File: src/rtl/core/stereo_noise_gate_unit_assert.svh
// ----------------------------------------------------------------------------
// Assertion macros for the stereo noise gate
// Concurrent checks clocked on clk and disabled while arst_n is low.
// ----------------------------------------------------------------------------
`ifndef STEREO_NOISE_GATE_UNIT_ASSERT_SVH
`define STEREO_NOISE_GATE_UNIT_ASSERT_SVH

`ifndef SYNTHESIS

// A temporal property, typically written with |-> or |=>.
`define SNG_ASSERT_SEQ(label, prop, msg) \
	label: assert property (@(posedge clk) disable iff (!arst_n) (prop)) \
		else $error(msg);

// A condition that must hold at every clock edge out of reset.
`define SNG_INVARIANT(label, expr, msg) \
	label: assert property (@(posedge clk) disable iff (!arst_n) (expr)) \
		else $error(msg);

`else

`define SNG_ASSERT_SEQ(label, prop, msg)
`define SNG_INVARIANT(label, expr, msg)

`endif

`endif

File: src/rtl/core/sng_pkg.sv
// ----------------------------------------------------------------------------
// sng_pkg
// Widths, fixed-point constants, register map and configuration type of the
// stereo noise gate.
// ----------------------------------------------------------------------------
package sng_pkg;

	localparam int SAMPLE_WIDTH   = 16;
	localparam int COEF_FRAC_BITS = 16;
	localparam int THR_W          = 16;
	localparam int GAIN_W         = COEF_FRAC_BITS + 1;

	// The shared multiplier takes gain by coefficient and gain by level.
	localparam int MUL_W  = (GAIN_W > SAMPLE_WIDTH) ? GAIN_W : SAMPLE_WIDTH;
	localparam int PROD_W = GAIN_W + MUL_W;
	localparam int SUM_W  = PROD_W + 1;
	localparam int RND_W  = SUM_W - COEF_FRAC_BITS;

	localparam int DATA_W = 32;
	localparam int ADDR_W = 5;

	localparam logic [GAIN_W-1:0] GAIN_ONE = GAIN_W'(1) << COEF_FRAC_BITS;

	typedef enum logic [2:0] {
		REG_OPEN_THR      = 3'd0,
		REG_CLOSE_THR     = 3'd1,
		REG_ATTACK_DECAY  = 3'd2,
		REG_RELEASE_DECAY = 3'd3,
		REG_ATTACK_STEP   = 3'd4,
		REG_RELEASE_STEP  = 3'd5,
		REG_BYPASS        = 3'd6
	} reg_idx_t;

	typedef struct packed {
		logic [THR_W-1:0]  open_threshold;
		logic [THR_W-1:0]  close_threshold;
		logic [GAIN_W-1:0] attack_decay;
		logic [GAIN_W-1:0] release_decay;
		logic [GAIN_W-1:0] attack_step;
		logic [GAIN_W-1:0] release_step;
		logic              bypass;
	} cfg_t;

endpackage

File: src/rtl/core/sng_if.sv
// ----------------------------------------------------------------------------
// sng_in_if / sng_out_if
// Valid/ready channels for input samples and gated result samples.
// ----------------------------------------------------------------------------
interface sng_in_if;
	logic                                     valid;
	logic                                     ready;
	logic signed [sng_pkg::SAMPLE_WIDTH-1:0]  sample_in;
	logic                                     channel;

	modport source (output valid, output sample_in, output channel, input ready);
	modport sink   (input valid, input sample_in, input channel, output ready);
endinterface

interface sng_out_if;
	logic                                     valid;
	logic                                     ready;
	logic signed [sng_pkg::SAMPLE_WIDTH-1:0]  sample_out;
	logic                                     channel_out;

	modport source (output valid, output sample_out, output channel_out, input ready);
	modport sink   (input valid, input sample_out, input channel_out, output ready);
endinterface

File: src/rtl/core/stereo_noise_gate_unit.sv
// ----------------------------------------------------------------------------
// stereo_noise_gate_unit
// Two-channel noise gate with hysteresis and a smoothed per-channel gain.
//
//   Port   Kind           Beat carries
//   in     valid/ready    sample_in, channel
//   out    valid/ready    sample_out, channel_out
//   APB    psel/penable   register write or read, pready always high
//
// A gated sample passes four steps: gain multiply, gain update, level multiply,
// round and clamp. The single 17x17 multiplier is used twice per gated sample;
// the next sample is taken in the cycle the result is loaded, and never while
// an earlier sample is still in its multiply or update steps. A bypassed sample
// goes straight to the final step. A result waits in the output register while
// out is stalled, and the unit holds its final step until that register frees
// up. Reset clears the gains, gate flags, output valid and config registers.
// ----------------------------------------------------------------------------
`include "stereo_noise_gate_unit_assert.svh"

module stereo_noise_gate_unit (
	input  logic                        clk,
	input  logic                        arst_n,
	input  logic                        psel,
	input  logic                        penable,
	input  logic                        pwrite,
	input  logic [sng_pkg::ADDR_W-1:0]  paddr,
	input  logic [sng_pkg::DATA_W-1:0]  pwdata,
	output logic [sng_pkg::DATA_W-1:0]  prdata,
	output logic                        pready,
	sng_in_if.sink                      in,
	sng_out_if.source                   out
);
	import sng_pkg::*;

	typedef enum logic [2:0] {
		S_IDLE,
		S_GAIN,
		S_UPD,
		S_LVL,
		S_FIN
	} state_t;

	localparam logic [RND_W-1:0] NEG_MAG = RND_W'(1) << (SAMPLE_WIDTH - 1);
	localparam logic [RND_W-1:0] POS_MAX = NEG_MAG - RND_W'(1);
	localparam logic [SUM_W-1:0] HALF    = SUM_W'(1) << (COEF_FRAC_BITS - 1);

	cfg_t cfg;

	state_t                    state_q;
	logic [GAIN_W-1:0]         gain_q [2];
	logic [1:0]                gate_q;
	logic [SAMPLE_WIDTH-1:0]   smp_q;
	logic [SAMPLE_WIDTH-1:0]   lvl_q;
	logic                      ch_q;
	logic                      gate_new_q;
	logic                      byp_q;
	logic [PROD_W-1:0]         prod_q;
	logic [SAMPLE_WIDTH-1:0]   out_smp_q;
	logic                      out_ch_q;
	logic                      out_valid_q;

	logic [SAMPLE_WIDTH-1:0]   raw_in;
	logic [SAMPLE_WIDTH-1:0]   lvl_in;
	logic                      gate_cur;
	logic                      gate_nxt;
	logic                      fin_go;
	logic                      in_acc;
	logic [MUL_W-1:0]          mul_a;
	logic [PROD_W-1:0]         mul_p;
	logic [SUM_W-1:0]          step_sh;
	logic [SUM_W-1:0]          gsum;
	logic [RND_W-1:0]          graw;
	logic [GAIN_W-1:0]         gsat;
	logic [SUM_W-1:0]          rsum;
	logic [RND_W-1:0]          rmag;
	logic [RND_W-1:0]          rclamp;
	logic [SAMPLE_WIDTH-1:0]   res;

	sng_regs u_regs (
		.clk     (clk),
		.arst_n  (arst_n),
		.psel    (psel),
		.penable (penable),
		.pwrite  (pwrite),
		.paddr   (paddr),
		.pwdata  (pwdata),
		.prdata  (prdata),
		.pready  (pready),
		.cfg     (cfg)
	);

	// Level is the magnitude; the most negative sample maps to 2^(W-1).
	assign raw_in   = in.sample_in;
	assign lvl_in   = raw_in[SAMPLE_WIDTH-1] ? (~raw_in + 1'b1) : raw_in;
	assign gate_cur = gate_q[in.channel];
	assign gate_nxt = gate_cur ? !(lvl_in <= cfg.close_threshold)
	                           : (lvl_in >= cfg.open_threshold);

	assign fin_go   = !out_valid_q || out.ready;
	assign in.ready = (state_q == S_IDLE) || ((state_q == S_FIN) && fin_go);
	assign in_acc   = in.valid && in.ready;

	// Shared multiplier: decay factor by old gain, then level by new gain.
	always_comb begin
		if (state_q == S_GAIN) begin
			mul_a = MUL_W'(gate_new_q ? cfg.attack_decay : cfg.release_decay);
		end else begin
			mul_a = MUL_W'(lvl_q);
		end
	end
	assign mul_p = mul_a * gain_q[ch_q];

	// Gain update: add the attack step while the gate is open, truncate, cap at one.
	assign step_sh = SUM_W'(cfg.attack_step) << COEF_FRAC_BITS;
	assign gsum    = SUM_W'(prod_q) + (gate_new_q ? step_sh : '0);
	assign graw    = gsum[SUM_W-1:COEF_FRAC_BITS];
	assign gsat    = (graw > RND_W'(GAIN_ONE)) ? GAIN_ONE : graw[GAIN_W-1:0];

	// Output: round the magnitude half up, clamp, restore the sign.
	assign rsum   = SUM_W'(prod_q) + HALF;
	assign rmag   = rsum[SUM_W-1:COEF_FRAC_BITS];
	always_comb begin
		if (smp_q[SAMPLE_WIDTH-1]) begin
			rclamp = (rmag > NEG_MAG) ? NEG_MAG : rmag;
			res    = ~rclamp[SAMPLE_WIDTH-1:0] + 1'b1;
		end else begin
			rclamp = (rmag > POS_MAX) ? POS_MAX : rmag;
			res    = rclamp[SAMPLE_WIDTH-1:0];
		end
	end

	always_ff @(posedge clk or negedge arst_n) begin
		if (!arst_n) begin
			state_q     <= S_IDLE;
			gain_q      <= '{default: '0};
			gate_q      <= '0;
			out_valid_q <= 1'b0;
		end else begin
			if ((state_q == S_FIN) && fin_go) begin
				out_valid_q <= 1'b1;
			end else if (out_valid_q && out.ready) begin
				out_valid_q <= 1'b0;
			end
			case (state_q)
				S_IDLE: begin
					if (in_acc) begin
						state_q <= cfg.bypass ? S_FIN : S_GAIN;
					end
				end
				S_GAIN: begin
					prod_q  <= mul_p;
					state_q <= S_UPD;
				end
				S_UPD: begin
					gain_q[ch_q] <= gsat;
					gate_q[ch_q] <= gate_new_q;
					state_q      <= S_LVL;
				end
				S_LVL: begin
					prod_q  <= mul_p;
					state_q <= S_FIN;
				end
				S_FIN: begin
					if (fin_go) begin
						out_smp_q <= byp_q ? smp_q : res;
						out_ch_q  <= ch_q;
						// A new beat may be taken in the same cycle the result loads.
						if (in_acc) begin
							state_q <= cfg.bypass ? S_FIN : S_GAIN;
						end else begin
							state_q <= S_IDLE;
						end
					end
				end
				default: ;
			endcase
			if (in_acc) begin
				smp_q      <= raw_in;
				lvl_q      <= lvl_in;
				ch_q       <= in.channel;
				gate_new_q <= gate_nxt;
				byp_q      <= cfg.bypass;
			end
		end
	end

	assign out.valid       = out_valid_q;
	assign out.sample_out  = out_smp_q;
	assign out.channel_out = out_ch_q;

	`SNG_ASSERT_SEQ(a_gated_start, in_acc && !cfg.bypass |=> state_q == S_GAIN, "gated beat did not start the gain multiply")
	`SNG_ASSERT_SEQ(a_bypass_hold, in_acc && cfg.bypass |=> $stable(gain_q[0]) && $stable(gain_q[1]) && $stable(gate_q), "bypassed beat changed channel state")
	`SNG_ASSERT_SEQ(a_fin_loads, state_q == S_FIN && fin_go |=> out_valid_q, "final step did not load the output register")
	`SNG_INVARIANT(a_gain_cap, gain_q[0] <= GAIN_ONE && gain_q[1] <= GAIN_ONE, "channel gain above unity")

endmodule

File: src/rtl/core/sng_regs.sv
// ----------------------------------------------------------------------------
// sng_regs
// APB register file holding thresholds, smoothing coefficients and bypass.
// ----------------------------------------------------------------------------
module sng_regs (
	input  logic                        clk,
	input  logic                        arst_n,
	input  logic                        psel,
	input  logic                        penable,
	input  logic                        pwrite,
	input  logic [sng_pkg::ADDR_W-1:0]  paddr,
	input  logic [sng_pkg::DATA_W-1:0]  pwdata,
	output logic [sng_pkg::DATA_W-1:0]  prdata,
	output logic                        pready,
	output sng_pkg::cfg_t               cfg
);
	import sng_pkg::*;

	cfg_t     cfg_q;
	reg_idx_t idx;
	logic     wr_en;

	assign idx    = reg_idx_t'(paddr[ADDR_W-1:2]);
	assign wr_en  = psel & penable & pwrite & pready;
	assign pready = 1'b1;
	assign cfg    = cfg_q;

	always_ff @(posedge clk or negedge arst_n) begin
		if (!arst_n) begin
			cfg_q <= '0;
		end else if (wr_en) begin
			case (idx)
				REG_OPEN_THR:      cfg_q.open_threshold  <= pwdata[THR_W-1:0];
				REG_CLOSE_THR:     cfg_q.close_threshold <= pwdata[THR_W-1:0];
				REG_ATTACK_DECAY:  cfg_q.attack_decay    <= pwdata[GAIN_W-1:0];
				REG_RELEASE_DECAY: cfg_q.release_decay   <= pwdata[GAIN_W-1:0];
				REG_ATTACK_STEP:   cfg_q.attack_step     <= pwdata[GAIN_W-1:0];
				REG_RELEASE_STEP:  cfg_q.release_step    <= pwdata[GAIN_W-1:0];
				REG_BYPASS:        cfg_q.bypass          <= pwdata[0];
				default: ;
			endcase
		end
	end

	always_comb begin
		case (idx)
			REG_OPEN_THR:      prdata = DATA_W'(cfg_q.open_threshold);
			REG_CLOSE_THR:     prdata = DATA_W'(cfg_q.close_threshold);
			REG_ATTACK_DECAY:  prdata = DATA_W'(cfg_q.attack_decay);
			REG_RELEASE_DECAY: prdata = DATA_W'(cfg_q.release_decay);
			REG_ATTACK_STEP:   prdata = DATA_W'(cfg_q.attack_step);
			REG_RELEASE_STEP:  prdata = DATA_W'(cfg_q.release_step);
			REG_BYPASS:        prdata = DATA_W'(cfg_q.bypass);
			default:           prdata = '0;
		endcase
	end

endmodule
File: src/flat_wrapper.sv
// flat-port wrapper written by rule: the top's interface ports become plain ports
module stereo_noise_gate_unit_flat import sng_pkg::*;
  (clk, arst_n, psel, penable, pwrite, paddr, pwdata, prdata, pready, in_valid, in_sample_in, in_channel, in_ready, out_valid, out_sample_out, out_channel_out, out_ready);
  sng_in_if in_i ();
  sng_out_if out_i ();
  input  logic clk;
  input  logic arst_n;
  input  logic psel;
  input  logic penable;
  input  logic pwrite;
  input  logic [sng_pkg::ADDR_W-1:0] paddr;
  input  logic [sng_pkg::DATA_W-1:0] pwdata;
  output logic [sng_pkg::DATA_W-1:0] prdata;
  output logic pready;
  input wire logic [$bits(in_i.valid)-1:0] in_valid;
  input wire logic [$bits(in_i.sample_in)-1:0] in_sample_in;
  input wire logic [$bits(in_i.channel)-1:0] in_channel;
  output wire logic [$bits(in_i.ready)-1:0] in_ready;
  output wire logic [$bits(out_i.valid)-1:0] out_valid;
  output wire logic [$bits(out_i.sample_out)-1:0] out_sample_out;
  output wire logic [$bits(out_i.channel_out)-1:0] out_channel_out;
  input wire logic [$bits(out_i.ready)-1:0] out_ready;
  assign in_i.valid = in_valid;
  assign in_i.sample_in = in_sample_in;
  assign in_i.channel = in_channel;
  assign in_ready = in_i.ready;
  assign out_valid = out_i.valid;
  assign out_sample_out = out_i.sample_out;
  assign out_channel_out = out_i.channel_out;
  assign out_i.ready = out_ready;
  stereo_noise_gate_unit u_core (.clk(clk), .arst_n(arst_n), .psel(psel), .penable(penable), .pwrite(pwrite), .paddr(paddr), .pwdata(pwdata), .prdata(prdata), .pready(pready), .in(in_i), .out(out_i));
endmodule
File: config.mk
export PLATFORM = sky130hd
export DESIGN_NAME = stereo_noise_gate_unit_flat
export DESIGN_NICKNAME = d
export VERILOG_FILES = /design/src/rtl/core/sng_pkg.sv /design/src/rtl/core/sng_if.sv /design/src/rtl/core/stereo_noise_gate_unit.sv /design/src/rtl/core/sng_regs.sv /design/src/flat_wrapper.sv
export VERILOG_INCLUDE_DIRS = /design/src /design/src/rtl/core
export SDC_FILE = /design/constraint.sdc
export NUM_CORES = 1
export LEC_CHECK = 0
export ABC_AREA = 1
export BUFFER_PORTS_ARGS = -buffer_cell sky130_fd_sc_hd__buf_2
export CAP_MARGIN = 20
export CORE_MARGIN = 10
export CORE_UTILIZATION = 47
export CTS_CLUSTER_DIAMETER = 150
export DETAILED_ROUTE_END_ITERATION = 10
export HOLD_SLACK_MARGIN = 0.08
export PLACE_DENSITY = 0.64
export SETUP_SLACK_MARGIN = 0.1
export SLEW_MARGIN = 20
export SYNTH_ARGS = -nofsm -noshare
export SYNTH_HDL_FRONTEND = slang
export SYNTH_SLANG_ARGS = --single-unit
File: constraint.sdc
create_clock -name clk -period 18.3 [get_ports clk]
set_input_delay 1.83 -clock clk [delete_from_list [all_inputs] [get_ports clk]]
set_output_delay 1.83 -clock clk [all_outputs]
set_load 0.01 [all_outputs]
# --- After elaboration in Yosys (flattened, before gate mapping) ---
# Cells that the tools add are included.
word_totals:
  elab_cells: 106
  input_bits: 61
  register_bits: 227
  out_inout_bits: 52
classes:
  n_reduce_logical: 25
  mux: 29
  n_eq_ne: 12
  n_mul: 1
  add_sub_neg: 4
  order_cmp: 10
  bitwise: 5
op_table:
  columns: ["cell", "n"]
  rows:
  - ["two-way mux 17 bit", 7]
  - ["case mux 17 bit (7 select lines)", 1]
  - ["two-way mux 16 bit", 5]
  - ["adder 34 x 16 -> 35 bit (second input constant)", 1]
  - ["adder 34 x 35 -> 35 bit", 1]
  - ["bitwise mux 34 bit", 1]
  - ["multiplier 17 x 17 -> 34 bit", 1]
  - ["two-way mux 33 bit", 1]
  - ["adder 16 x 1 -> 16 bit (second input constant)", 2]
  - ["inverter 16 bit", 2]
  - ["greater-than comparator 19 x 15 -> 1 bit (second input constant)", 1]
  - ["greater-than comparator 19 x 16 -> 1 bit (second input constant)", 1]
  - ["greater-than comparator 19 x 17 -> 1 bit (second input constant)", 1]
  - ["AND reduction 2 bit", 9]
  - ["demux 17 bit (select 1 bit)", 1]
  - ["greater-or-equal comparator 16 bit", 1]
  - ["less-or-equal comparator 16 bit", 1]
  - ["case mux 3 bit (5 select lines)", 1]
  - ["equality test 3 x 2 -> 1 bit (second input constant)", 4]
  - ["equality test 3 bit (second input constant)", 4]
  - ["two-way mux 3 bit", 4]
  - ["equality test 3 x 1 -> 1 bit (second input constant)", 2]
  - ["zero test 3 bit", 2]
  - ["two-way mux 1 bit", 6]
  - ["16 further kinds", 26]

# --- Longest topological paths before layout ---
# Gate-level depths: netlist of run 1.
depth:
  ltp_word: 8
  ltp_mapped: 30
  mapped_depth_nobuf: 28

# --- By module ---
# Synthesis of run 1 repeated with hierarchy kept, for this count alone.
unflattened:
  cells_unflattened: 2847
  hier_area_um2: 22200.0
by_module_without_submodules:
  columns: ["mod", "cells_per_inst", "seq_area_each_um2", "area_each_um2", "n_inst"]
  rows:
  - ["stereo_noise_gate_unit", 2173, 3103.0, 16952.5, 1]
  - ["sng_regs", 674, 2527.4, 5247.5, 1]

# --- Worst setup path after synthesis of run 1 ---
# Ideal clock, no wire load.
synth_path:
  path_type: "register to register"
  startpoint: "register u_core.state_q[2]"
  endpoint: "register u_core.prod_q[30] (data pin)"
  n_path_buf: 2
  setup_slack_ps: 11809
  t_arrival_ps: 6228
  synth_period_minus_slack_ps: 6491
  setup_time_ps: 264
  stages_incl_launch_ff: 27
  required_ps: 18036
  path_cell_list: "dfrtp_1 -> inv_1 -> nand2_1 -> nor2_1 -> clkbuf_1 -> o21ai_0 -> inv_1 -> clkbuf_1 -> nand2_1 -> fa_1 -> fa_1 -> fa_1 -> fa_1 -> inv_1 -> fa_1 -> inv_1 -> fa_1 -> inv_1 -> ha_1 -> nand2_1 -> nor2_1 -> nand4_1 -> o21ai_0 -> a211oi_1 -> a21oi_1 -> a31oi_1 -> xor2_1"
synth_between:
  elab_chain_cells: 3
synth_rtl:
  columns: ["item", "line_no", "source"]
  rows:
  - ["from (decl)", "stereo_noise_gate_unit.sv:49", "state_t state_q;"]
  - ["from (signal assigned)", "stereo_noise_gate_unit.sv:147", "state_q <= cfg.bypass ? S_FIN : S_GAIN;"]
  - ["from (signal assigned)", "stereo_noise_gate_unit.sv:169", "state_q <= cfg.bypass ? S_FIN : S_GAIN;"]
  - ["equality test 3 x 1 -> 1 bit", "stereo_noise_gate_unit.sv:105", "if (state_q == S_GAIN) begin"]
  - ["two-way mux 17 bit", "stereo_noise_gate_unit.sv:105", null]
  - ["multiplier 17 x 17 -> 34 bit", "stereo_noise_gate_unit.sv:111", "assign mul_p = mul_a * gain_q[ch_q];"]
  - ["via u_core.mul_p[30]", "stereo_noise_gate_unit.sv:69", "logic [PROD_W-1:0] mul_p;"]
  - ["to (signal assigned)", "stereo_noise_gate_unit.sv:151", "prod_q <= mul_p;"]
  - ["to (signal assigned)", "stereo_noise_gate_unit.sv:160", "prod_q <= mul_p;"]
  - ["to (decl)", "stereo_noise_gate_unit.sv:57", "logic [PROD_W-1:0] prod_q;"]
# The timed path passes the listed nets, and every way through them passes these cells.
# A chain may end at the register's enable or synchronous reset.

# --- Worst setup path in the final report of run 1 ---
layout_path:
  startpoint: "register u_core.state_q[2]"
  endpoint: "register u_core.prod_q[32] (data pin)"
# Same word-level chain as after synthesis.

==> results of run 1 <==
cell type report:
type / count / share of cell area
Inverter: 513 / 0.08298
Clock buffer: 36 / 0.03003
Multi-Input combinational cell: 1843 / 0.5742
Sequential cell: 211 / 0.2426
Timing Repair Buffer: 125 / 0.03219
Clock inverter: 10 / 0.006039
Tap cell: 592 / 0.03192
worst max-delay path, stage by stage, from the launching register on:
cell and delay [ns]:
dfrtp_1 0.40, inv_1 0.12, nand2_1 0.12, nor2_2 0.45
buf_4 0.38, nand2_1 0.09, o21ai_1 0.47, clkinv_1 0.67
nand2_1 0.24, fa_1 0.46, fa_1 0.52, fa_1 0.52
inv_1 0.05, fa_1 0.56, fa_1 0.44, fa_1 0.53
ha_1 0.42, nand2_1 0.16, nor2_1 0.16, nand2_1 0.07
o21ai_0 0.57, a31oi_1 0.26, o21ai_0 0.28, xor2_1 0.12
worst min-delay path by stage:
stage          slack, ns  cells after the start              start                     end
2_1_floorplan       0.42                      0        u_core.ch_q  u_core.out.channel_out
3_3_place_gp        0.45                      2   u_core.gate_q[0]        u_core.gate_q[0]
3_5_place_dp        0.46                      2   u_core.gate_q[0]        u_core.gate_q[0]
4_1_cts             0.48                      2   u_core.gate_q[0]        u_core.gate_q[0]
5_1_grt             0.49                      2  u_core.gain_q[32]       u_core.gain_q[32]
6_report            0.48                      2   u_core.gate_q[0]        u_core.gate_q[0]
synthesized netlist by cell type, types with 2 or more instances:
| cell | count | area, um^2 |
|---|---|---|
| nand2_1 | 616 | 2312 |
| inv_1 | 504 | 1892 |
| nor2_1 | 232 | 870.8 |
| fa_1 | 223 | 4464 |
| o21ai_0 | 170 | 850.8 |
| ha_1 | 158 | 1977 |
| dfrtp_1 | 141 | 3528 |
| a21oi_1 | 105 | 525.5 |
| nand3_1 | 87 | 435.4 |
| edfxtp_1 | 70 | 2102 |
| clkbuf_1 | 68 | 255.2 |
| xor2_1 | 36 | 315.3 |
| buf_4 | 20 | 150.1 |
| o21ai_1 | 20 | 100.1 |
| xnor2_1 | 19 | 166.4 |
| nor3_1 | 18 | 90.09 |
| a221oi_1 | 16 | 140.1 |
| o211ai_1 | 15 | 112.6 |
| nand4_1 | 13 | 81.33 |
| o2111ai_1 | 12 | 105.1 |
| clkinv_1 | 9 | 33.78 |
| o21bai_1 | 9 | 67.56 |
| nor2_2 | 7 | 43.79 |
| a31oi_1 | 6 | 37.54 |
| o22ai_1 | 6 | 37.54 |
| mux2i_1 | 5 | 50.05 |
| nand2_2 | 5 | 31.28 |
| nand3b_1 | 5 | 37.54 |
| o21a_1 | 5 | 37.54 |
| o221ai_1 | 5 | 43.79 |
| o31ai_1 | 5 | 37.54 |
| a21o_1 | 4 | 30.03 |
| nor4_1 | 4 | 25.02 |
| a21oi_2 | 3 | 26.28 |
| a22oi_1 | 3 | 22.52 |
| buf_2 | 2 | 10.01 |
| conb_1 | 2 | 7.510 |
| mux2_2 | 2 | 22.52 |
| or2_2 | 2 | 12.51 |
cells by family (layout without fill, tap and decap cells):
logic type,count (synthesis),count (layout),synth area share
and+or+nand+nor,994,994,0.1877
other,2,16,0.0003537
xor gates and xnor gates,55,55,0.02269
adders and majority gates,381,381,0.3034
DFF,211,211,0.2652
muxes,7,7,0.003418
buffers and inverters,605,684,0.1111
AOI/OAI and AO/OA,390,390,0.1062
flip-flops by register name, summed over array words and instances, names as in the netlist:
register                cells
u_core.out.sample_out      16
u_core.ch_q                 1
u_core.byp_q                1
u_core.smp_q               15
u_core.gate_q               2
u_core.lvl_q               16
u_core.u_regs.cfg         101
u_core.gain_q              34
u_core.state_q              3
u_core.out.channel_out      1
u_core.gate_new_q           1
u_core.prod_q              19
u_core.out.valid            1
layer usage:
layer  part of all wire  vias up  GRT usage
li1                   -     8414          -
met1               0.41     8806     0.3164
met2               0.48      746     0.4193
met3              0.063      169    0.03164
met4              0.048        0     0.1053
met5                  0        -          0
cells in the final DEF (no fill, tap or decap), drive strengths merged, types with 3 or more instances in the layout:
| cell type | count |
|---|---|
| o221ai | 5 |
| clkinv | 13 |
| o31ai | 6 |
| o22ai | 6 |
| a31oi | 6 |
| dfrtp | 141 |
| bufinv | 3 |
| nand3 | 88 |
| inv | 505 |
| xor2 | 36 |
| clkbuf | 36 |
| xnor2 | 19 |
| o211ai | 15 |
| a221oi | 16 |
| mux2i | 5 |
| a22oi | 3 |
| o2111ai | 12 |
| buf | 125 |
| nor3 | 18 |
| edfxtp | 70 |
| ha | 158 |
| nand3b | 5 |
| o21a | 5 |
| nand4 | 13 |
| nand2 | 622 |
| o21bai | 9 |
| a21oi | 108 |
| a21o | 4 |
| nor2 | 240 |
| conb | 16 |
| o41ai | 3 |
| fa | 223 |
| o21ai | 190 |
| nor4 | 4 |
stage by stage:
| stage | utilization | hold slack (ns) | instance area, um^2 | setup WS (ns) | std cells |
|---|---|---|---|---|---|
| 3_5_place_dp | 0.5035 | 0.4645 | 22360 | 10.10 | 3284 |
| 4_1_cts | 0.5223 | 0.4766 | 23200 | 10.06 | 3330 |
| 3_3_place_gp | 0.5035 | 0.4521 | 22360 | 10.16 | 3284 |
| 2_1_floorplan | - | 0.4244 | 21290 | 11.81 | 2659 |
| 6_report | 0.5225 | 0.4757 | 23200 | 9.952 | 3330 |
| 5_1_grt | 0.5225 | 0.4896 | 23200 | 9.595 | 3330 |
==> impl_results.md, run 1 <==
- Status: finished, final reports clean
- Library cells used by synthesis: 52
- CTS tree: built
- DIE WIDTH: 232.5 um
- Area growth syn-to-layout: 9.287%
- Top FF cell, synth: dfrtp_1
- CP Capture Point: u_core.prod_q[32]
- Drt drc: 0
- Critical Path Start: u_core.state_q[2]
- Final-report hold violation count: 0
- Seq. cell area: 5630 um^2
- DRT antenna net count: 0
- Fill cells: 4264
- H-tree levels: 1
- Die area: 54080 um^2
- Num CTS Buffers: 25
- Worst Setup End Kind: flip-flop
- Setup CP Type: reg2reg
- Clock Path Buffers: 3
- Clock slew seen by the registers of the worst setup and hold paths: 0.06 ns
- Multi-input logic area: 13320 um^2
- Global-route wire length before repair: 104.8 mm
- Worst EP required: 18.57 ns
- Reg2Reg Setup Slack: 9.95 ns
- Via density: 5.446
- Final setup viols: 0
- Root Driver: clkbuf_16
- Post-CTS sizing: 0
- Vias in the first global route: 18510
- Syn Inst Count: 2645
- DRT Pass-1 Iters: 6
- # port buffers: 79
- # rows: 77
- Syn_area_per_cell: 8.028 um^2
- Largest net degree at the start of global routing: 79
- Hold Buf Count CTS: 0
- Flops & latches, synth: 211
- Diodes inserted: 0
- Cell depth of the worst flop-to-flop path: 23
- Peak Freq: 119.8 MHz
- Routed WL per cell: 20.03 um
- Startpoint Class: flip-flop
- Layout cells sized above 1: 0.07085
- # IOs: 113
- Cell Area, Synth: 21230 um^2
- GRT Overall Usage: 0.2485
- Fin crit period: 8.348 ns
- Yosys warning total: 0
- Initial antenna violation count: 0
- Post-synth ARST share: 0.6682
- Die H: 232.5 um
- Actual slew at the worst max-slew pin: 1.191 ns
- Fin crit share: 0.4562
- Max-cap violation count: 0
- R2r startpoint: u_core.state_q[2]
- Crit Path Max Fanout: 24
- Critical path arrival: 8.62 ns
- Drt total wl: 66.71 mm
- Total gr overflow: 0
- Number of setup buffers added after CTS: 0
- Worst-skew pair later-pin latency: 0.54 ns
- RR Endpoint: u_core.prod_q[32]
- Setup TNS: 0 ns
- Vias: 18140
- Total clock sinks: 211
- Hold Crit Class: reg2reg
- RSZ-0062 raised after global routing: false
- DP Wirelength: 52.76 mm
- Max-Slew Margin vs Limit: 0.2001
- NumNets Final: 3161
- DR iter-0 viols: 1442
- Sequential area share after synthesis: 0.2652
- EDFF count, synth: 70
- Starting Density: 0.4781
- Core ar.: 44410 um^2
- Global placer's final weighted congestion: 0.9598
- Slew Viols, Final: 0
- Clk_skew: 0.01657 ns
Power of run 1 is not shown: default switching activity piles up to over one toggle a cycle in this logic, so the estimate is an artifact.
==> run 2: changes to the inputs <==
--- a/config.mk
+++ b/config.mk
@@ -14,7 +14,7 @@
 export CTS_CLUSTER_DIAMETER = 150
 export DETAILED_ROUTE_END_ITERATION = 10
 export HOLD_SLACK_MARGIN = 0.08
-export PLACE_DENSITY = 0.64
+export PLACE_DENSITY = 0.66
 export SETUP_SLACK_MARGIN = 0.1
 export SLEW_MARGIN = 20
 export SYNTH_ARGS = -nofsm -noshare
==> constraint.sdc (replaced) <==
create_clock -name clk -period 7.2 [get_ports clk]
set_input_delay 0.72 -clock clk [delete_from_list [all_inputs] [get_ports clk]]
set_output_delay 0.72 -clock clk [all_outputs]
set_load 0.01 [all_outputs]
==> impl_results.md, run 2 (same netlist as run 1, synthesis figures left out) <==
- Pre-CTS WS: 0.2562 ns (-9.845 ns)
- Die area: 54080 um^2 (unchanged)
- Diodes inserted: 0 (unchanged)
- Root Driver: clkbuf_16
- CTS tree: built
- Vias in the first global route: 18420 (-0.45%)
- Critical path arrival: 7.05 ns (-1.57 ns)
- # IOs: 113 (unchanged)
- DP Wirelength: 53.54 mm (+1.5%)
- Area growth syn-to-layout: 10.32%
- Worst EP required: 7.49 ns (-11.08 ns)
- Setup TNS: 0 ns (unchanged)
- Actual slew at the worst max-slew pin: 1.072 ns (-0.1184 ns)
- Worst Setup End Kind: flip-flop
- # rows: 77 (unchanged)
- Most frequent cells in the layout: nand2_1, inv_1, nor2_1, fa_1, o21ai_0
- Final-report hold violation count: 0 (unchanged)
- H-tree levels: 1 (unchanged)
- DRT antenna net count: 0 (unchanged)
- Drt drc: 0 (unchanged)
- Multi-input logic area: 13320 um^2 (about the same)
- Crit path largest cell delay: 0.63 ns (-0.04 ns)
- NumNets Final: 3185 (+0.76%)
- Slew Viols, Final: 0 (unchanged)
- # port buffers: 79 (unchanged)
- Clock slew seen by the registers of the worst setup and hold paths: 0.06 ns (about the same)
- Fin crit share: 0.9394 (+0.4833)
- Global-route wire length before repair: 105.0 mm (+0.13%)
- GRT Overall Usage: 0.2489 (+0.0004254)
- Total clock sinks: 211 (unchanged)
- Via density: 5.476 (+0.55%)
- Starting Density: 0.4781 (unchanged)
- Clock Path Buffers: 3 (unchanged)
- Peak Freq: 147.8 MHz (+23%)
- Reg2Reg Setup Slack: 0.44 ns (-9.52 ns)
- Fill cells: 4222 (-0.98%)
- Status: finished, final reports clean
- Final setup viols: 0 (unchanged)
- Max reg flops: 101 (unchanged)
- Drt total wl: 67.34 mm (+0.94%)
- Setup CP Type: reg2reg
- Commonest non-fill, non-tap cell in the layout: nand2_1
- Largest net degree at the start of global routing: 80 (+1.3%)
- DIE WIDTH: 232.5 um (unchanged)
- CP cell instances: inv_1 > nand2_1 > nor2_2 > buf_12 > o21ai_0 > inv_1 > buf_4 > nand2_1 > fa_1 > inv_1 > fa_1 > fa_1 > fa_1 > fa_1 > inv_1 > fa_1 > inv_1 > ha_1 > a21oi_1 > o21ai_0 > o21bai_1 > a31oi_1 > o21ai_0 > xor2_1
- Startpoint Class: flip-flop
- Cell depth of the worst flop-to-flop path: 24 (+4.3%)
- Layout cells sized above 1: 0.08367 (+0.01281)
- Routed WL per cell: 20.08 um (+0.25%)
- Max-Slew Margin vs Limit: 0.2828 (+0.08274)
- RR Endpoint: u_core.prod_q[32]
- Core ar.: 44410 um^2 (unchanged)
- Num CTS Buffers: 25 (unchanged)
- Initial antenna violation count: 0 (unchanged)
- Die H: 232.5 um (unchanged)
- Worst-skew pair later-pin latency: 0.55 ns (about the same)
- Critical-path top delay cell: fa_1
- Clk_skew: 0.01399 ns (-0.002585 ns)
- Seq. cell area: 5630 um^2 (unchanged)
- Total gr overflow: 0 (unchanged)
- Crit Path Max Fanout: 35 (+46%)
- Crit path top cell by count: fa_1
- Vias: 18360 (+1.2%)
- DR iter-0 viols: 1754 (+22%)
- RSZ-0062 raised after global routing: true
- Max-cap violation count: 0 (unchanged)
- R2r startpoint: u_core.state_q[2]
- Hold Buf Count CTS: 0 (unchanged)
- Hold Crit Class: in2async
- DRT Pass-1 Iters: 6 (unchanged)
- Fin crit period: 6.764 ns (-1.584 ns)
- Global placer's final weighted congestion: 0.9749 (+1.6%)
- Final worst slack: 0.4362 ns (-9.516 ns)
-- run 2: cell count changes in the layout (fill, tap and decap cells not counted), sizes merged --
cell | previous run | this run
buf | 125 | 149
clkbuf | 36 | 32
clkinv | 13 | 17
bufinv | 3 | 0
inv | 505 | 507
-- run 2: how the worst max path moves through the flow --
| stage | startpoint | endpoint |
|---|---|---|
| 2_1_floorplan | u_core.state_q[2] | u_core.prod_q[30] |
| 6_report | u_core.state_q[2] | u_core.prod_q[32] |
| 3_5_place_dp | u_core.state_q[2] | u_core.prod_q[30] |
| 4_1_cts | u_core.state_q[2] | u_core.prod_q[32] |
| 5_1_grt | u_core.state_q[2] | u_core.prod_q[32] |
| 3_3_place_gp | u_core.state_q[2] | u_core.prod_q[32] |
-- run 2: cell type report --
cell class              count  share of cell area
clock inverters            13            0.004059
multi-input cells        1843              0.5686
repair buffers            149             0.04236
flip-flops and latches    211              0.2404
well taps                 592             0.03162
inverters                 513             0.08252
clock buffers              32             0.03045
-- run 2: through the flow --
step           std cells  instance area [um^2]  utilization  hold slack (ns)
2_1_floorplan       2659                 21290            -           0.4244
3_3_place_gp        3304                 22550       0.5076           0.4552
3_5_place_dp        3305                 22570       0.5082           0.4621
4_1_cts             3350                 23380       0.5264           0.2360
5_1_grt             3353                 23430       0.5274           0.2655
6_report            3353                 23430       0.5274           0.1898
-- run 2: worst max-delay path: cells and delay by family, from the launching register on --
| kind | cells | cell delay (ns) |
|---|---|---|
| and+or+nand+nor | 3 | 0.38 |
| DFF | 1 | 0.39 |
| adders and majority gates | 7 | 3.62 |
| xor gates and xnor gates | 1 | 0.17 |
| buffers and inverters | 7 | 0.86 |
| AOI/OAI and AO/OA | 6 | 1.06 |
-- run 2: timing repair --
item	4_1_cts	5_1_grt
setup buffers	0	2
resized for setup	0	12
endpoints found under the setup margin	0	13
-- run 2: layer usage --
metal | vias to the layer above | wire length [um] | share of wire | track usage
li1 | 8475 | - | - | -
met1 | 8935 | 28030 | 0.42 | 0.3314
met2 | 793 | 31000 | 0.46 | 0.3988
met3 | 158 | 5001 | 0.074 | 0.03419
met4 | 0 | 3304 | 0.049 | 0.1102
met5 | - | 0 | 0 | 0
Power of run 2 is left out for the same reason.
==> run 3: changes to the inputs <==
--- a/config.mk
+++ b/config.mk
@@ -6,7 +6,7 @@
 export SDC_FILE = /design/constraint.sdc
 export NUM_CORES = 1
 export LEC_CHECK = 0
-export ABC_AREA = 1
+export ABC_AREA = 0
 export BUFFER_PORTS_ARGS = -buffer_cell sky130_fd_sc_hd__buf_2
 export CAP_MARGIN = 20
 export CORE_MARGIN = 10
==> constraint.sdc (replaced) <==
create_clock -name clk -period 5.5 [get_ports clk]
set_input_delay 0.55 -clock clk [delete_from_list [all_inputs] [get_ports clk]]
set_output_delay 0.55 -clock clk [all_outputs]
set_load 0.01 [all_outputs]
==> impl_results.md, run 3 <==
- R2r startpoint: u_core.gate_new_q
- Core ar.: 44410 um^2 (unchanged)
- RSZ-0062 raised after global routing: true
- NumNets Final: 2985 (-6.3%)
- Worst-skew pair later-pin latency: 0.54 ns (about the same)
- DR iter-0 viols: 1271 (-28%)
- Num CTS Buffers: 24 (-4.0%)
- Drt drc: 0 (unchanged)
- # port buffers: 79 (unchanged)
- M1 GR Usage: 0.3094 (-0.02200)
- Sequential area share after synthesis: 0.2652 (about the same)
- Global route hottest layer: met2
- Peak Freq: 147.0 MHz (-0.58%)
- Actual slew at the worst max-slew pin: 1.191 ns (+0.1189 ns)
- Post-synth top area share: 0.2102 (about the same)
- CP Capture Point: u_core.prod_q[32]
- Final hold slack: 0.2502 ns (+0.06042 ns)
- Status: finished, violations left
- Violated checks: negative setup slack
- Commonest non-fill, non-tap cell in the layout: inv_1
- DP Wirelength: 51.04 mm (-4.7%)
- Worst EP required: 5.79 ns (-1.70 ns)
- Crit path top cell by count: fa_1
- DRT antenna net count: 0 (unchanged)
- Met3 Resource Use GR: 0.02677 (-0.007423)
- Yosys warning total: 0 (unchanged)
- EDFF count, synth: 70 (unchanged)
- Drt total wl: 64.18 mm (-4.7%)
- Max reg flops: 101 (unchanged)
- # rows: 77 (unchanged)
- Critical-path top delay cell: fa_1
- Max-Slew Margin vs Limit: 0.1951 (-0.08775)
- Top FF cell, synth: dfrtp_1
- Layout cells sized above 1: 0.2723 (+0.1886)
- Critical path arrival: 7.10 ns (+0.05 ns)
- Die area: 54080 um^2 (about the same)
- Top post-synthesis cells by area: fa_1, dfrtp_1, edfxtp_1
- Fin crit period: 6.803 ns (+0.03939 ns)
- Setup CP Type: reg2reg
- Library cells used by synthesis: 80 (+54%)
- Total clock sinks: 211 (unchanged)
- Startpoint Class: flip-flop
- Setup TNS: -20.40 ns (-20.40 ns)
- Syn Inst Count: 2216 (-16%)
- Most numerous cell in the Yosys netlist: inv_1
- Max-cap violation count: 0 (unchanged)
- Reg2Reg Setup Slack: -1.30 ns (-1.74 ns)
- Cell Area, Synth: 21230 um^2 (about the same)
- Post-synth ARST share: 0.6682 (unchanged)
- H-tree levels: 1 (unchanged)
- Vias: 17140 (-6.6%)
- Hold Crit Class: in2reg
- Most frequent cells in the layout: inv_1, buf_4, nand2_1, fa_1, nor2_1
- Routed WL per cell: 20.36 um (+1.4%)
- Clock Path Buffers: 3 (unchanged)
- GRT Overall Usage: 0.2395 (-0.009445)
- Root Driver: clkbuf_16
- RR Endpoint: u_core.prod_q[32]
- Vias in the first global route: 18170 (-1.4%)
- Critical Path Start: u_core.gate_new_q
- Crit path largest cell delay: 0.54 ns (-0.09 ns)
- Final worst slack: -1.303 ns (-1.739 ns)
- Diodes inserted: 0 (unchanged)
- # IOs: 113 (unchanged)
- Fill cells: 3725 (-12%)
- Via density: 5.438 (-0.69%)
- Syn_area_per_cell: 9.582 um^2 (+19%)
- Cell depth of the worst flop-to-flop path: 29 (+21%)
- Worst Setup End Kind: flip-flop
- Crit Path Max Fanout: 7 (-80%)
- Final-report hold violation count: 0 (unchanged)
- Global-route wire length before repair: 102.0 mm (-2.9%)
- Starting Density: 0.4781 (about the same)
- Clk_skew: 0.03360 ns (+0.01962 ns)
- Global placer's final weighted congestion: 0.9596 (-1.6%)
- Flops & latches, synth: 211 (unchanged)
- Initial antenna violation count: 1 (+1)
- Most frequent cells after synthesis: inv_1, nand2_1, fa_1, nor2_1, ha_1
- Area growth syn-to-layout: 22.97%
- Die H: 232.6 um (about the same)
- Final setup viols: 19 (+19)
- Met2 usage: 0.4029 (+0.004100)
- DRT Pass-1 Iters: 8 (+2)
- Total gr overflow: 0 (unchanged)
- Largest net degree at the start of global routing: 69 (-14%)
- Clock slew seen by the registers of the worst setup and hold paths: 0.06 ns (about the same)
- Fin crit share: 1.237 (+0.2975)
- Area leader, netlist: fa_1
- Slew Viols, Final: 0 (unchanged)
- Pre-CTS WS: -1.611 ns (-1.868 ns)
- CTS tree: built
- DIE WIDTH: 232.6 um (about the same)
[run 3: per-stage QoR]
step                area, um^2  std cells    util
finish                   26110       3152  0.5879
global route             26110       3152  0.5879
CTS                      25900       3144  0.5831
detailed placement       24340       3074  0.5480
global placement         24340       3074  0.5480
floorplan                21600       2230       -
[run 3: cell families (layout without fill, tap and decap cells)]
group,Yosys count,in the layout,synth area share
xor gates and xnor gates,64,64,0.02640
muxes,183,183,0.09646
AOI/OAI and AO/OA,292,292,0.08957
and+or+nand+nor,651,651,0.1376
adders and majority gates,381,381,0.3033
buffers and inverters,432,762,0.08114
other,2,16,0.0003537
DFF,211,211,0.2652
[run 3: worst max-delay path: cells and delay by family (launching register included)]
family | cells | cell delay, ns
DFF | 1 | 0.42
xor gates and xnor gates | 1 | 0.13
adders and majority gates | 7 | 3.17
and+or+nand+nor | 4 | 0.45
muxes | 1 | 0.23
buffers and inverters | 11 | 1.20
AOI/OAI and AO/OA | 5 | 0.94
[run 3: how the worst min path moves through the flow]
| stage | slack [ns] | endpoint | cells after the start | startpoint |
|---|---|---|---|---|
| finish | 0.25 | u_core.smp_q[1] | 1 | in_sample_in[1] |
| global route | 0.24 | u_core.smp_q[8] | 1 | in_sample_in[8] |
| CTS | 0.24 | u_core.smp_q[1] | 1 | in_sample_in[1] |
| detailed placement | 0.46 | u_core.gate_q[0] | 2 | u_core.gate_q[0] |
| global placement | 0.46 | u_core.gate_q[0] | 2 | u_core.gate_q[0] |
| floorplan | 0.25 | u_core.gain_q[0] | 0 | arst_n |
[run 3: final cells by class]
class                      count  area, um^2  area share
clock buffer                  34       689.4     0.02640
clock inverter                 9       120.1    0.004600
inverter                     331        1242     0.04758
multi-input combinational   1587       14630      0.5601
sequential                   211        5630      0.2156
tap                          592       740.7     0.02837
timing repair buffer         388        3063      0.1173
[run 3: timing repair]
item	4_1_cts	5_1_grt
gates resized for setup	106	38
setup buffers	23	8
hold endpoints to repair	63	0
hold buffers	1	0
cloned	3	0
pin swaps	80	22
setup endpoints to repair	19	19
[run 3: per-layer routing]
metal	routed length, um	vias to the layer above
met4	3034	2
li1	-	7883
met3	3636	153
met5	14	-
met1	26630	8545
met2	30870	559
Power of run 3 is left out for the same reason.
